[src/hw/rtl/rhic_pkg.sv]
`default_nettype none

package rhic_pkg;

    localparam int MAX_DIM    = 1024;
    localparam int DIM_W      = 11;
    localparam int IDX_W      = 20;
    localparam int CELL_W     = 10;
    localparam int ACC_W      = 21;
    localparam int VEC_W      = 12;
    localparam int CRD_W      = 13;
    localparam int CFG_IDX_W  = 1;

    localparam logic [DIM_W-1:0] GRID_RESET = DIM_W'(32);

    localparam logic [CFG_IDX_W-1:0] REG_GRID_WIDTH  = 1'b0;
    localparam logic [CFG_IDX_W-1:0] REG_GRID_HEIGHT = 1'b1;

    typedef struct packed {
        logic load;
        logic check;
        logic split;
        logic step;
        logic emit;
    } t_cmd;

    typedef struct packed {
        logic oor;
        logic leaf;
    } t_sts;

endpackage

`default_nettype wire

[src/hw/rtl/rhic_ifs.sv]
`default_nettype none

interface rhic_in_if import rhic_pkg::*; ();
    logic              valid;
    logic              ready;
    logic              mode;
    logic [IDX_W-1:0]  in_index;
    logic [CELL_W-1:0] in_cell_x;
    logic [CELL_W-1:0] in_cell_y;

    modport source (output valid, mode, in_index, in_cell_x, in_cell_y, input ready);
    modport sink   (input valid, mode, in_index, in_cell_x, in_cell_y, output ready);
endinterface

interface rhic_out_if import rhic_pkg::*; ();
    logic              valid;
    logic              ready;
    logic [IDX_W-1:0]  out_index;
    logic [CELL_W-1:0] out_cell_x;
    logic [CELL_W-1:0] out_cell_y;
    logic              out_of_range;

    modport source (output valid, out_index, out_cell_x, out_cell_y, out_of_range,
                    input ready);
    modport sink   (input valid, out_index, out_cell_x, out_cell_y, out_of_range,
                    output ready);
endinterface

`default_nettype wire

[src/hw/rtl/rhic_ctrl.sv]
`default_nettype none

module rhic_ctrl import rhic_pkg::*; (
    input  wire  i_clk,
    input  wire  i_rst_n,
    input  wire  i_in_valid,
    output logic o_in_ready,
    output logic o_out_valid,
    input  wire  i_out_ready,
    input  t_sts i_sts,
    output t_cmd o_cmd
);

    localparam int ST_W = 3;
    localparam logic [ST_W-1:0] ST_IDLE  = 3'd0;
    localparam logic [ST_W-1:0] ST_CHECK = 3'd1;
    localparam logic [ST_W-1:0] ST_SPLIT = 3'd2;
    localparam logic [ST_W-1:0] ST_STEP  = 3'd3;
    localparam logic [ST_W-1:0] ST_EMIT  = 3'd4;

    logic [ST_W-1:0] r_state, n_state;
    logic            r_out_valid, n_out_valid;
    logic            accept;
    logic            out_free;

    assign o_in_ready  = (r_state == ST_IDLE) && i_rst_n;
    assign accept      = i_in_valid && o_in_ready;
    assign out_free    = !r_out_valid || i_out_ready;
    assign o_out_valid = r_out_valid;

    always_comb begin
        o_cmd       = '0;
        n_state     = r_state;
        o_cmd.load  = accept;
        unique case (r_state)
            ST_IDLE: begin
                if (accept) begin
                    n_state = ST_CHECK;
                end
            end
            ST_CHECK: begin
                o_cmd.check = 1'b1;
                n_state     = i_sts.oor ? ST_EMIT : ST_SPLIT;
            end
            ST_SPLIT: begin
                o_cmd.split = 1'b1;
                n_state     = ST_STEP;
            end
            ST_STEP: begin
                o_cmd.step = 1'b1;
                n_state    = i_sts.leaf ? ST_EMIT : ST_SPLIT;
            end
            ST_EMIT: begin
                if (out_free) begin
                    o_cmd.emit = 1'b1;
                    n_state    = ST_IDLE;
                end
            end
            default: begin
                n_state = ST_IDLE;
            end
        endcase
    end

    always_comb begin
        priority if (o_cmd.emit) begin
            n_out_valid = 1'b1;
        end else if (i_out_ready) begin
            n_out_valid = 1'b0;
        end else begin
            n_out_valid = r_out_valid;
        end
    end

    always_ff @(posedge i_clk) begin
        if (!i_rst_n) begin
            r_state     <= ST_IDLE;
            r_out_valid <= 1'b0;
        end else begin
            r_state     <= n_state;
            r_out_valid <= n_out_valid;
        end
    end

endmodule

`default_nettype wire

[src/hw/rtl/rhic_dpath.sv]
`default_nettype none

module rhic_dpath import rhic_pkg::*; (
    input  wire                    i_clk,
    input  wire                    i_rst_n,
    input  wire                    i_cfg_we,
    input  wire  [CFG_IDX_W-1:0]   i_cfg_idx,
    input  wire  [DIM_W-1:0]       i_cfg_data,
    input  wire                    i_mode,
    input  wire  [IDX_W-1:0]       i_index,
    input  wire  [CELL_W-1:0]      i_cell_x,
    input  wire  [CELL_W-1:0]      i_cell_y,
    input  t_cmd                   i_cmd,
    output t_sts                   o_sts,
    output logic [IDX_W-1:0]       o_index,
    output logic [CELL_W-1:0]      o_cell_x,
    output logic [CELL_W-1:0]      o_cell_y,
    output logic                   o_oor
);

    function automatic logic [DIM_W-1:0] clamp_dim(input logic [DIM_W-1:0] v);
        logic [DIM_W-1:0] r;
        r = v;
        if (v == '0) begin
            r = DIM_W'(1);
        end else if (v > DIM_W'(MAX_DIM)) begin
            r = DIM_W'(MAX_DIM);
        end
        return r;
    endfunction

    function automatic logic [DIM_W-1:0] mag(input logic signed [CRD_W-1:0] v);
        logic signed [CRD_W-1:0] t;
        t = (v < 0) ? -v : v;
        return t[DIM_W-1:0];
    endfunction

    function automatic logic signed [CRD_W-1:0] sgn(input logic signed [CRD_W-1:0] v);
        logic signed [CRD_W-1:0] r;
        r = '0;
        if (v > 0) begin
            r = CRD_W'(1);
        end else if (v < 0) begin
            r = -CRD_W'(1);
        end
        return r;
    endfunction

    // Half-open containment of point q in the rectangle at (x0, y0) spanned by va and vb.
    function automatic logic holds(
        input logic signed [CRD_W-1:0] qx, input logic signed [CRD_W-1:0] qy,
        input logic signed [CRD_W-1:0] x0, input logic signed [CRD_W-1:0] y0,
        input logic signed [CRD_W-1:0] vax, input logic signed [CRD_W-1:0] vay,
        input logic signed [CRD_W-1:0] vbx, input logic signed [CRD_W-1:0] vby
    );
        logic signed [CRD_W-1:0] dx;
        logic signed [CRD_W-1:0] dy;
        logic                    okx;
        logic                    oky;
        dx  = vax + vbx;
        dy  = vay + vby;
        okx = (dx < 0) ? (qx <= x0 && qx > x0 + dx) : (qx >= x0 && qx < x0 + dx);
        oky = (dy < 0) ? (qy <= y0 && qy > y0 + dy) : (qy >= y0 && qy < y0 + dy);
        return okx && oky;
    endfunction

    logic [DIM_W-1:0]        r_grid_w, r_grid_h;
    logic                    r_mode;
    logic [IDX_W-1:0]        r_idx;
    logic [CELL_W-1:0]       r_px, r_py;
    logic [DIM_W-1:0]        r_cx, r_cy;
    logic signed [VEC_W-1:0] r_ax, r_ay, r_bx, r_by;
    logic [ACC_W-1:0]        r_acc;
    logic                    r_oor;
    logic                    r_major, r_leaf;
    logic signed [VEC_W-1:0] r_a2x, r_a2y, r_b2x, r_b2y;
    logic [ACC_W-1:0]        r_n1, r_n2;
    logic [CELL_W-1:0]       r_ox, r_oy;
    logic [IDX_W-1:0]        r_out_index;
    logic [CELL_W-1:0]       r_out_x, r_out_y;
    logic                    r_out_oor;

    // Current rectangle, widened for coordinate arithmetic.
    logic signed [CRD_W-1:0] ax, ay, bx, by, x, y, px, py;
    logic signed [CRD_W-1:0] dax, day, dbx, dby;
    logic signed [CRD_W-1:0] ax2, ay2, bx2, by2;
    logic [DIM_W-1:0]        w, h, w2, h2, wa2, hb2, m1a, m1b;
    logic [DIM_W+1:0]        w_x2, h_x3;
    logic                    major, adj_a, adj_b;
    logic [2*DIM_W-1:0]      n1_full, n2_full, total;
    logic                    n_oor;

    // Registered split, widened.
    logic signed [CRD_W-1:0] a2x, a2y, b2x, b2y;
    logic [ACC_W-1:0]        t1, t2, d;
    logic                    in1, in2;
    logic signed [CRD_W-1:0] n_cx, n_cy, n_ax, n_ay, n_bx, n_by;
    logic [ACC_W-1:0]        n_acc;

    // Leaf walk.
    logic signed [CRD_W-1:0] sx, sy, lx, ly, tx, ty, dis, ox, oy;
    logic [ACC_W-1:0]        di, leaf_acc;

    assign ax = CRD_W'(r_ax);
    assign ay = CRD_W'(r_ay);
    assign bx = CRD_W'(r_bx);
    assign by = CRD_W'(r_by);
    assign x  = signed'({{(CRD_W-DIM_W){1'b0}}, r_cx});
    assign y  = signed'({{(CRD_W-DIM_W){1'b0}}, r_cy});
    assign px = signed'({{(CRD_W-CELL_W){1'b0}}, r_px});
    assign py = signed'({{(CRD_W-CELL_W){1'b0}}, r_py});

    assign total = r_grid_w * r_grid_h;
    assign n_oor = r_mode ? ({1'b0, r_px} >= r_grid_w || {1'b0, r_py} >= r_grid_h)
                          : ({2'b0, r_idx} >= total);

    always_comb begin
        dax   = sgn(ax);
        day   = sgn(ay);
        dbx   = sgn(bx);
        dby   = sgn(by);
        w     = mag(ax + ay);
        h     = mag(bx + by);
        ax2   = ax >>> 1;
        ay2   = ay >>> 1;
        bx2   = bx >>> 1;
        by2   = by >>> 1;
        w2    = mag(ax2 + ay2);
        h2    = mag(bx2 + by2);
        w_x2  = {1'b0, w, 1'b0};
        h_x3  = {2'b0, h} + {1'b0, h, 1'b0};
        major = w_x2 > h_x3;
        // An odd half of a long side is grown by one so the split stays even.
        adj_a = w2[0] && (w > DIM_W'(2));
        adj_b = h2[0] && (h > DIM_W'(2));
        wa2   = w2 + DIM_W'(adj_a);
        hb2   = h2 + DIM_W'(adj_b);
        m1a   = major ? wa2 : hb2;
        m1b   = major ? h : w2;
    end

    assign n1_full = m1a * m1b;
    assign n2_full = w * (h - hb2);

    always_comb begin
        a2x = CRD_W'(r_a2x);
        a2y = CRD_W'(r_a2y);
        b2x = CRD_W'(r_b2x);
        b2y = CRD_W'(r_b2y);
        d   = {1'b0, r_idx};
        t1  = r_acc + r_n1;
        t2  = t1 + r_n2;
        if (r_mode) begin
            in1 = r_major ? holds(px, py, x, y, a2x, a2y, bx, by)
                          : holds(px, py, x, y, b2x, b2y, a2x, a2y);
            in2 = holds(px, py, x + b2x, y + b2y, ax, ay, bx - b2x, by - b2y);
        end else begin
            in1 = d < t1;
            in2 = d < t2;
        end

        n_cx  = x;
        n_cy  = y;
        n_ax  = ax;
        n_ay  = ay;
        n_bx  = bx;
        n_by  = by;
        n_acc = r_acc;
        if (r_major) begin
            if (in1) begin
                n_ax = a2x;
                n_ay = a2y;
            end else begin
                n_acc = t1;
                n_cx  = x + a2x;
                n_cy  = y + a2y;
                n_ax  = ax - a2x;
                n_ay  = ay - a2y;
            end
        end else begin
            priority if (in1) begin
                n_ax = b2x;
                n_ay = b2y;
                n_bx = a2x;
                n_by = a2y;
            end else if (in2) begin
                n_acc = t1;
                n_cx  = x + b2x;
                n_cy  = y + b2y;
                n_bx  = bx - b2x;
                n_by  = by - b2y;
            end else begin
                // Third child runs back along the far side, towards the origin edge.
                n_acc = t2;
                n_cx  = x + (ax - dax) + (b2x - dbx);
                n_cy  = y + (ay - day) + (b2y - dby);
                n_ax  = -b2x;
                n_ay  = -b2y;
                n_bx  = -(ax - a2x);
                n_by  = -(ay - a2y);
            end
        end
    end

    always_comb begin
        sx       = (h == DIM_W'(1)) ? dax : dbx;
        sy       = (h == DIM_W'(1)) ? day : dby;
        lx       = px - x;
        ly       = py - y;
        tx       = (sx > 0) ? lx : ((sx < 0) ? -lx : '0);
        ty       = (sy > 0) ? ly : ((sy < 0) ? -ly : '0);
        leaf_acc = r_acc + ACC_W'(tx + ty);
        di       = d - r_acc;
        dis      = signed'(di[CRD_W-1:0]);
        ox       = x + ((sx > 0) ? dis : ((sx < 0) ? -dis : '0));
        oy       = y + ((sy > 0) ? dis : ((sy < 0) ? -dis : '0));
    end

    always_ff @(posedge i_clk) begin
        if (!i_rst_n) begin
            r_grid_w <= GRID_RESET;
            r_grid_h <= GRID_RESET;
        end else if (i_cfg_we) begin
            unique case (i_cfg_idx)
                REG_GRID_WIDTH:  r_grid_w <= clamp_dim(i_cfg_data);
                REG_GRID_HEIGHT: r_grid_h <= clamp_dim(i_cfg_data);
                default: ;
            endcase
        end
    end

    always_ff @(posedge i_clk) begin
        if (i_cmd.load) begin
            r_mode <= i_mode;
            r_idx  <= i_index;
            r_px   <= i_cell_x;
            r_py   <= i_cell_y;
        end
        if (i_cmd.check) begin
            r_oor <= n_oor;
            r_cx  <= '0;
            r_cy  <= '0;
            r_ax  <= signed'({{(VEC_W-DIM_W){1'b0}}, r_grid_w});
            r_ay  <= '0;
            r_bx  <= '0;
            r_by  <= signed'({{(VEC_W-DIM_W){1'b0}}, r_grid_h});
            r_acc <= '0;
        end
        if (i_cmd.split) begin
            r_major <= major;
            r_leaf  <= (w == DIM_W'(1)) || (h == DIM_W'(1));
            r_a2x   <= VEC_W'(ax2 + ((major && adj_a) ? dax : '0));
            r_a2y   <= VEC_W'(ay2 + ((major && adj_a) ? day : '0));
            r_b2x   <= VEC_W'(bx2 + ((!major && adj_b) ? dbx : '0));
            r_b2y   <= VEC_W'(by2 + ((!major && adj_b) ? dby : '0));
            r_n1    <= n1_full[ACC_W-1:0];
            r_n2    <= n2_full[ACC_W-1:0];
        end
        if (i_cmd.step) begin
            if (r_leaf) begin
                if (r_mode) begin
                    r_acc <= leaf_acc;
                end else begin
                    r_ox <= ox[CELL_W-1:0];
                    r_oy <= oy[CELL_W-1:0];
                end
            end else begin
                r_cx  <= n_cx[DIM_W-1:0];
                r_cy  <= n_cy[DIM_W-1:0];
                r_ax  <= VEC_W'(n_ax);
                r_ay  <= VEC_W'(n_ay);
                r_bx  <= VEC_W'(n_bx);
                r_by  <= VEC_W'(n_by);
                r_acc <= n_acc;
            end
        end
        if (i_cmd.emit) begin
            r_out_oor   <= r_oor;
            r_out_index <= (r_oor || !r_mode) ? '0 : r_acc[IDX_W-1:0];
            r_out_x     <= (r_oor || r_mode) ? '0 : r_ox;
            r_out_y     <= (r_oor || r_mode) ? '0 : r_oy;
        end
    end

    assign o_sts.oor  = n_oor;
    assign o_sts.leaf = r_leaf;
    assign o_index    = r_out_index;
    assign o_cell_x   = r_out_x;
    assign o_cell_y   = r_out_y;
    assign o_oor      = r_out_oor;

endmodule

`default_nettype wire

[src/hw/rtl/rect_hilbert_index_converter.sv]
`default_nettype none

// Converts between a position along a generalised Hilbert curve and a cell (x, y) of a
// grid_width by grid_height rectangle (each clamped to 1..1024): mode 0 maps an index to a
// cell, mode 1 maps a cell to an index, and an index or cell outside the grid returns
// out_of_range with all other fields zero. One request is handled at a time. The descent
// shares one split unit that works through each subdivision level as the products, then
// the child choice. An out-of-range request skips the descent. The next request is taken
// in the cycle after a result is loaded. The result sits in an output register, so the
// next request is taken while an earlier result still waits, but a finished result
// stalls until the earlier one has been taken.
module rect_hilbert_index_converter import rhic_pkg::*; (
    input  wire                  i_clk,
    input  wire                  i_rst_n,
    input  wire                  i_cfg_we,
    input  wire  [CFG_IDX_W-1:0] i_cfg_idx,
    input  wire  [DIM_W-1:0]     i_cfg_data,
    rhic_in_if.sink              i_in,
    rhic_out_if.source           o_out
);

    t_cmd cmd;
    t_sts sts;
    logic in_ready;
    logic out_valid;

    rhic_ctrl u_ctrl (
        .i_clk       (i_clk),
        .i_rst_n     (i_rst_n),
        .i_in_valid  (i_in.valid),
        .o_in_ready  (in_ready),
        .o_out_valid (out_valid),
        .i_out_ready (o_out.ready),
        .i_sts       (sts),
        .o_cmd       (cmd)
    );

    rhic_dpath u_dpath (
        .i_clk      (i_clk),
        .i_rst_n    (i_rst_n),
        .i_cfg_we   (i_cfg_we),
        .i_cfg_idx  (i_cfg_idx),
        .i_cfg_data (i_cfg_data),
        .i_mode     (i_in.mode),
        .i_index    (i_in.in_index),
        .i_cell_x   (i_in.in_cell_x),
        .i_cell_y   (i_in.in_cell_y),
        .i_cmd      (cmd),
        .o_sts      (sts),
        .o_index    (o_out.out_index),
        .o_cell_x   (o_out.out_cell_x),
        .o_cell_y   (o_out.out_cell_y),
        .o_oor      (o_out.out_of_range)
    );

    assign i_in.ready  = in_ready;
    assign o_out.valid = out_valid;

endmodule

`default_nettype wire

[src/flat_wrapper.sv]
// flat-port wrapper written by rule: the top's interface ports become plain ports
module rect_hilbert_index_converter_flat import rhic_pkg::*;
  (i_clk, i_rst_n, i_cfg_we, i_cfg_idx, i_cfg_data, i_in_valid, i_in_mode, i_in_in_index, i_in_in_cell_x, i_in_in_cell_y, i_in_ready, o_out_valid, o_out_out_index, o_out_out_cell_x, o_out_out_cell_y, o_out_out_of_range, o_out_ready);
  rhic_in_if i_in_i ();
  rhic_out_if o_out_i ();
  input  wire i_clk;
  input  wire i_rst_n;
  input  wire i_cfg_we;
  input  wire  [CFG_IDX_W-1:0] i_cfg_idx;
  input  wire  [DIM_W-1:0] i_cfg_data;
  input wire logic [$bits(i_in_i.valid)-1:0] i_in_valid;
  input wire logic [$bits(i_in_i.mode)-1:0] i_in_mode;
  input wire logic [$bits(i_in_i.in_index)-1:0] i_in_in_index;
  input wire logic [$bits(i_in_i.in_cell_x)-1:0] i_in_in_cell_x;
  input wire logic [$bits(i_in_i.in_cell_y)-1:0] i_in_in_cell_y;
  output wire logic [$bits(i_in_i.ready)-1:0] i_in_ready;
  output wire logic [$bits(o_out_i.valid)-1:0] o_out_valid;
  output wire logic [$bits(o_out_i.out_index)-1:0] o_out_out_index;
  output wire logic [$bits(o_out_i.out_cell_x)-1:0] o_out_out_cell_x;
  output wire logic [$bits(o_out_i.out_cell_y)-1:0] o_out_out_cell_y;
  output wire logic [$bits(o_out_i.out_of_range)-1:0] o_out_out_of_range;
  input wire logic [$bits(o_out_i.ready)-1:0] o_out_ready;
  assign i_in_i.valid = i_in_valid;
  assign i_in_i.mode = i_in_mode;
  assign i_in_i.in_index = i_in_in_index;
  assign i_in_i.in_cell_x = i_in_in_cell_x;
  assign i_in_i.in_cell_y = i_in_in_cell_y;
  assign i_in_ready = i_in_i.ready;
  assign o_out_valid = o_out_i.valid;
  assign o_out_out_index = o_out_i.out_index;
  assign o_out_out_cell_x = o_out_i.out_cell_x;
  assign o_out_out_cell_y = o_out_i.out_cell_y;
  assign o_out_out_of_range = o_out_i.out_of_range;
  assign o_out_i.ready = o_out_ready;
  rect_hilbert_index_converter u_core (.i_clk(i_clk), .i_rst_n(i_rst_n), .i_cfg_we(i_cfg_we), .i_cfg_idx(i_cfg_idx), .i_cfg_data(i_cfg_data), .i_in(i_in_i), .o_out(o_out_i));
endmodule
[config.mk]
export PLATFORM = sky130hd
export DESIGN_NAME = rect_hilbert_index_converter_flat
export DESIGN_NICKNAME = d
export VERILOG_FILES = /design/src/hw/rtl/rhic_pkg.sv /design/src/hw/rtl/rhic_ifs.sv /design/src/hw/rtl/rhic_ctrl.sv /design/src/hw/rtl/rhic_dpath.sv /design/src/hw/rtl/rect_hilbert_index_converter.sv /design/src/flat_wrapper.sv
export SDC_FILE = /design/constraint.sdc
export NUM_CORES = 2
export LEC_CHECK = 0
export BUFFER_PORTS_ARGS = -buffer_cell sky130_fd_sc_hd__buf_2
export CAP_MARGIN = 20
export CORE_MARGIN = 2
export CORE_UTILIZATION = 35
export DETAILED_ROUTE_END_ITERATION = 10
export PLACE_DENSITY = 0.58
export SYNTH_ARGS = -nofsm -noshare
export SYNTH_HDL_FRONTEND = slang
export SYNTH_SLANG_ARGS = --single-unit
[constraint.sdc]
create_clock -name i_clk -period 12.2 [get_ports i_clk]
set_input_delay 3.05 -clock i_clk [delete_from_list [all_inputs] [get_ports i_clk]]
set_output_delay 3.05 -clock i_clk [all_outputs]
set_load 0.03 [all_outputs]
==> impl_results.md <==
- Layout cells sized above 1: 0.0669
- Synth cell types: 103
- Final ANT Viol Nets: 0
- CTS tree: done
- CP max-delay cell: edfxtp_1
- Relative slew slack: 0.267
- Max-Cap Viols: 0
- Outcome: finished clean
- Xor and xnor area share after synthesis: 0.0900
- Pwr Density: 299 nW/µm²
- Root Buffer: clkbuf_16
- Cell Count, Final, Fillers Out: about 8,300
- Die Y-Extent: 394 µm
- Post-synth EDFFs: 286
- CTS Buffer Depth: 3
- Compound-cell area share of the yosys netlist: 0.185
- Max incr delay on CP: between 0.5 and 0.6 ns
- Row count: 143
- Worst-Margin Slew: 1.10 ns
- DR DRC count: 0
- DR pass1 iterations: 5
- Total routed wirelength: 191,000 µm
- Post-synthesis adder-cell area fraction: 0.326
- Fin Clk Skew: approximately 0.052 ns
- Worst vdd ir: roughly 1200 µV
- Post-Syn Nets: approximately 7,400
- CP Capture Type: flop
- Initial antenna violation count: 1
- # IOs: 101
- Hold buffers post-CTS: 0
- Clk_lat worst skew: 0.65 ns
- Core Region: 152,000 µm²
- Setup TNS Final: 0 ns
- Final setup viols: 0
- Tcrit/Tclk final: 0.934
- Main combinational cell family by area after synthesis: adder cells
- Primary FF master, synth: edfxtp_1
- Layout area overhead: 9.42%
- Synth async-reset ratio: 0
- Vias per inst: 5.58
- GRT overflow: 0
- Clock Sinks: 312
- TritonCTS buffer count: 43
- Port Buf Inserts: 100
- Overall power: 17,500 µW
- Vias: between 40,000 and 50,000
- Clk slew on worst S/H paths: 0.06 ns
- Placed cells: 8,229
- Gpl congestion: between 0.9 and 1
- Starting density of the core: 0.352
- Number of global-route vias before repair: 45,000
- Synth Cell Area: approximately 53,000 µm²
- Final Hold Fails: 0
- Period minus WS final: 11.40 ns
- Yosys warning count: 0
- Synthesized area per cell: 8.71 µm²
- Die width: 394 µm
- Pin count of the biggest net entering global routing: 54
- Total track usage: 0.241
- Startpoint Class: flop
- Cell mode on critical path: inv_1
- DRT iter0 DRCs: 3,990
- F_max: 87.8 MHz
- FF+latch count, synth: roughly 310
- Max Slew Vio Count: 0
- Register area share after synthesis: 0.171
- CP required: around 13 ns
- Final #Nets: 7,486
- Crit Path Max Fanout: 10
- Hpwl dp: 156,000 µm
- WL/cell: 23.0 µm
- Post-Synth Simple-Gate Area: 0.144
- Arr. time, crit path: 11.75 ns
- H-tree Lvls: 2
- Mux cell area share after synthesis: 0.0200
- Leakage power: 0.0267 µW
- First-pass GRT wire length: 286,000 µm
- Gate Count Post-Synth: 6,118
- Hold crit path type: flop to flop
- Fin Hold WS: 0.521 ns
- Die area: between 150,000 and 200,000 µm²
- Critical path type: flop to flop
- # fillers: 15,300
-- cell usage in the layout (no fill, tap or decap), types with 105 or more instances in the layout --
| master | n |
|---|---|
| nor2_1 | 473 |
| a21o_1 | 143 |
| xor2_1 | 157 |
| buf_4 | 129 |
| fa_1 | 348 |
| xnor2_1 | 376 |
| inv_1 | 735 |
| ha_1 | 830 |
| o21ai_0 | 253 |
| nor3_1 | 107 |
| a21oi_1 | 410 |
| nor2b_1 | 105 |
| nand2_1 | 374 |
| edfxtp_1 | 286 |
-- where the power goes --
part | total (µW) | switching [µW] | internal [µW]
registers | 1910 | 174 | 1730
clock network | 1290 | 558 | 731
logic | 14300 | 8450 | 5820
total | 17500 | 9180 | 8290
-- worst paths after layout --
| check | startpoint | endpoint | slack (ns) | depth (start not counted) |
|---|---|---|---|---|
| min | u_core.u_dpath.r_oy[0] | u_core.u_dpath.o_cell_y[0] | 0.52 | 1 |
| max reg2reg | u_core.u_dpath.r_by[4] | u_core.u_dpath.r_n2[20] | 0.80 | 47 |
| min reg2reg | u_core.u_dpath.r_oy[0] | u_core.u_dpath.o_cell_y[0] | 0.52 | 1 |
| max | u_core.u_dpath.r_by[4] | u_core.u_dpath.r_n2[20] | 0.80 | 47 |
-- flip-flops by register name, indices dropped and copies added, names as in the netlist, 12 cells and up --
name / flops
u_core.u_dpath.r_acc: 21
u_core.u_dpath.r_n1: 21
u_core.u_dpath.r_n2: 21
u_core.u_dpath.o_index: 20
u_core.u_dpath.r_idx: 20
u_core.u_dpath.r_a2x: 12
u_core.u_dpath.r_a2y: 12
u_core.u_dpath.r_ax: 12
u_core.u_dpath.r_ay: 12
u_core.u_dpath.r_b2x: 12
u_core.u_dpath.r_b2y: 12
u_core.u_dpath.r_bx: 12
u_core.u_dpath.r_by: 12
-- metrics by stage --
| step | area [µm²] | setup WS [ns] | utilization |
|---|---|---|---|
| 2_1_floorplan | 53300 | 0.858 | - |
| 3_3_place_gp | 56800 | 0.269 | 0.375 |
| 3_5_place_dp | 56800 | 0.175 | 0.375 |
| 4_1_cts | 58100 | 0.0821 | 0.384 |
| 5_1_grt | 58300 | -0.00337 | 0.385 |
| 6_report | 58300 | 0.804 | 0.385 |
-- routing by layer --
layer	up-vias	part of all wire	track usage
met3	292	0.068	0.0272
met5	-	0	0
met1	22600	0.45	0.340
li1	21800	-	-
met2	1725	0.44	0.378
met4	0	0.042	0.0909
-- cell usage after synthesis (all sizes together) (30+ instances only) --
cell type  count  area share
and3          37      0.0043
nand3         82      0.0077
and2          99       0.012
nand2b        96       0.011
nand4         43      0.0050
xnor2        383       0.063
ha           832        0.20
a211oi        52      0.0077
nand2        377       0.027
o21a          86       0.012
or2           30      0.0035
nor3         108       0.010
fa           349        0.13
a31oi         47      0.0055
o21bai        90       0.013
edfxtp       286        0.16
a21o         143       0.020
o21ai        265       0.025
buf           30      0.0031
nor2         479       0.034
a21boi        31      0.0044
nor4          35      0.0042
mux2i         86       0.016
o211ai        39      0.0056
inv          739       0.052
a21oi        414       0.039
xor2         159       0.026
nor2b        105       0.012
clkbuf       117      0.0082
o22ai         43      0.0050
-- critical path, delay by kind of cell, from the launching register on --
kind	cells	cell delay (ns)
AOI/OAI and AO/OA	16	3.43
xor gates and xnor gates	5	1.15
adders and majority gates	9	3.82
buffers and inverters	9	0.89
DFF	1	0.59
and+or+nand+nor	8	1.24
-- cells by family (layout without fill, tap and decap cells) --
kind of cell,count (synthesis),after routing
AO/OA/AOI/OAI,1499,1499
AND/OR/NAND/NOR,1588,1588
other,0,7
buffers and inverters,891,1050
flip-flops,312,312
adder cells (fa/ha/maj),1181,1181
multiplexers,104,104
XOR/XNOR,543,543
-- final cells by class --
class                   count  area, µm²  area share
diodes                      7       17.5    0.000300
clock buffers              49       1100      0.0188
clock inverters            26        250     0.00429
inverters                 744       2800      0.0479
multi-input cells        4915      41000       0.703
flip-flops and latches    312       9110       0.156
well taps                2030       2540      0.0435
repair buffers            231       1500      0.0258
-- timing repair --
item                       in CTS  in global routing
setup buffers                   0                  3
gates resized for setup         0                 35
setup endpoints to repair       0                 15
(Power assumes the default switching activity.)
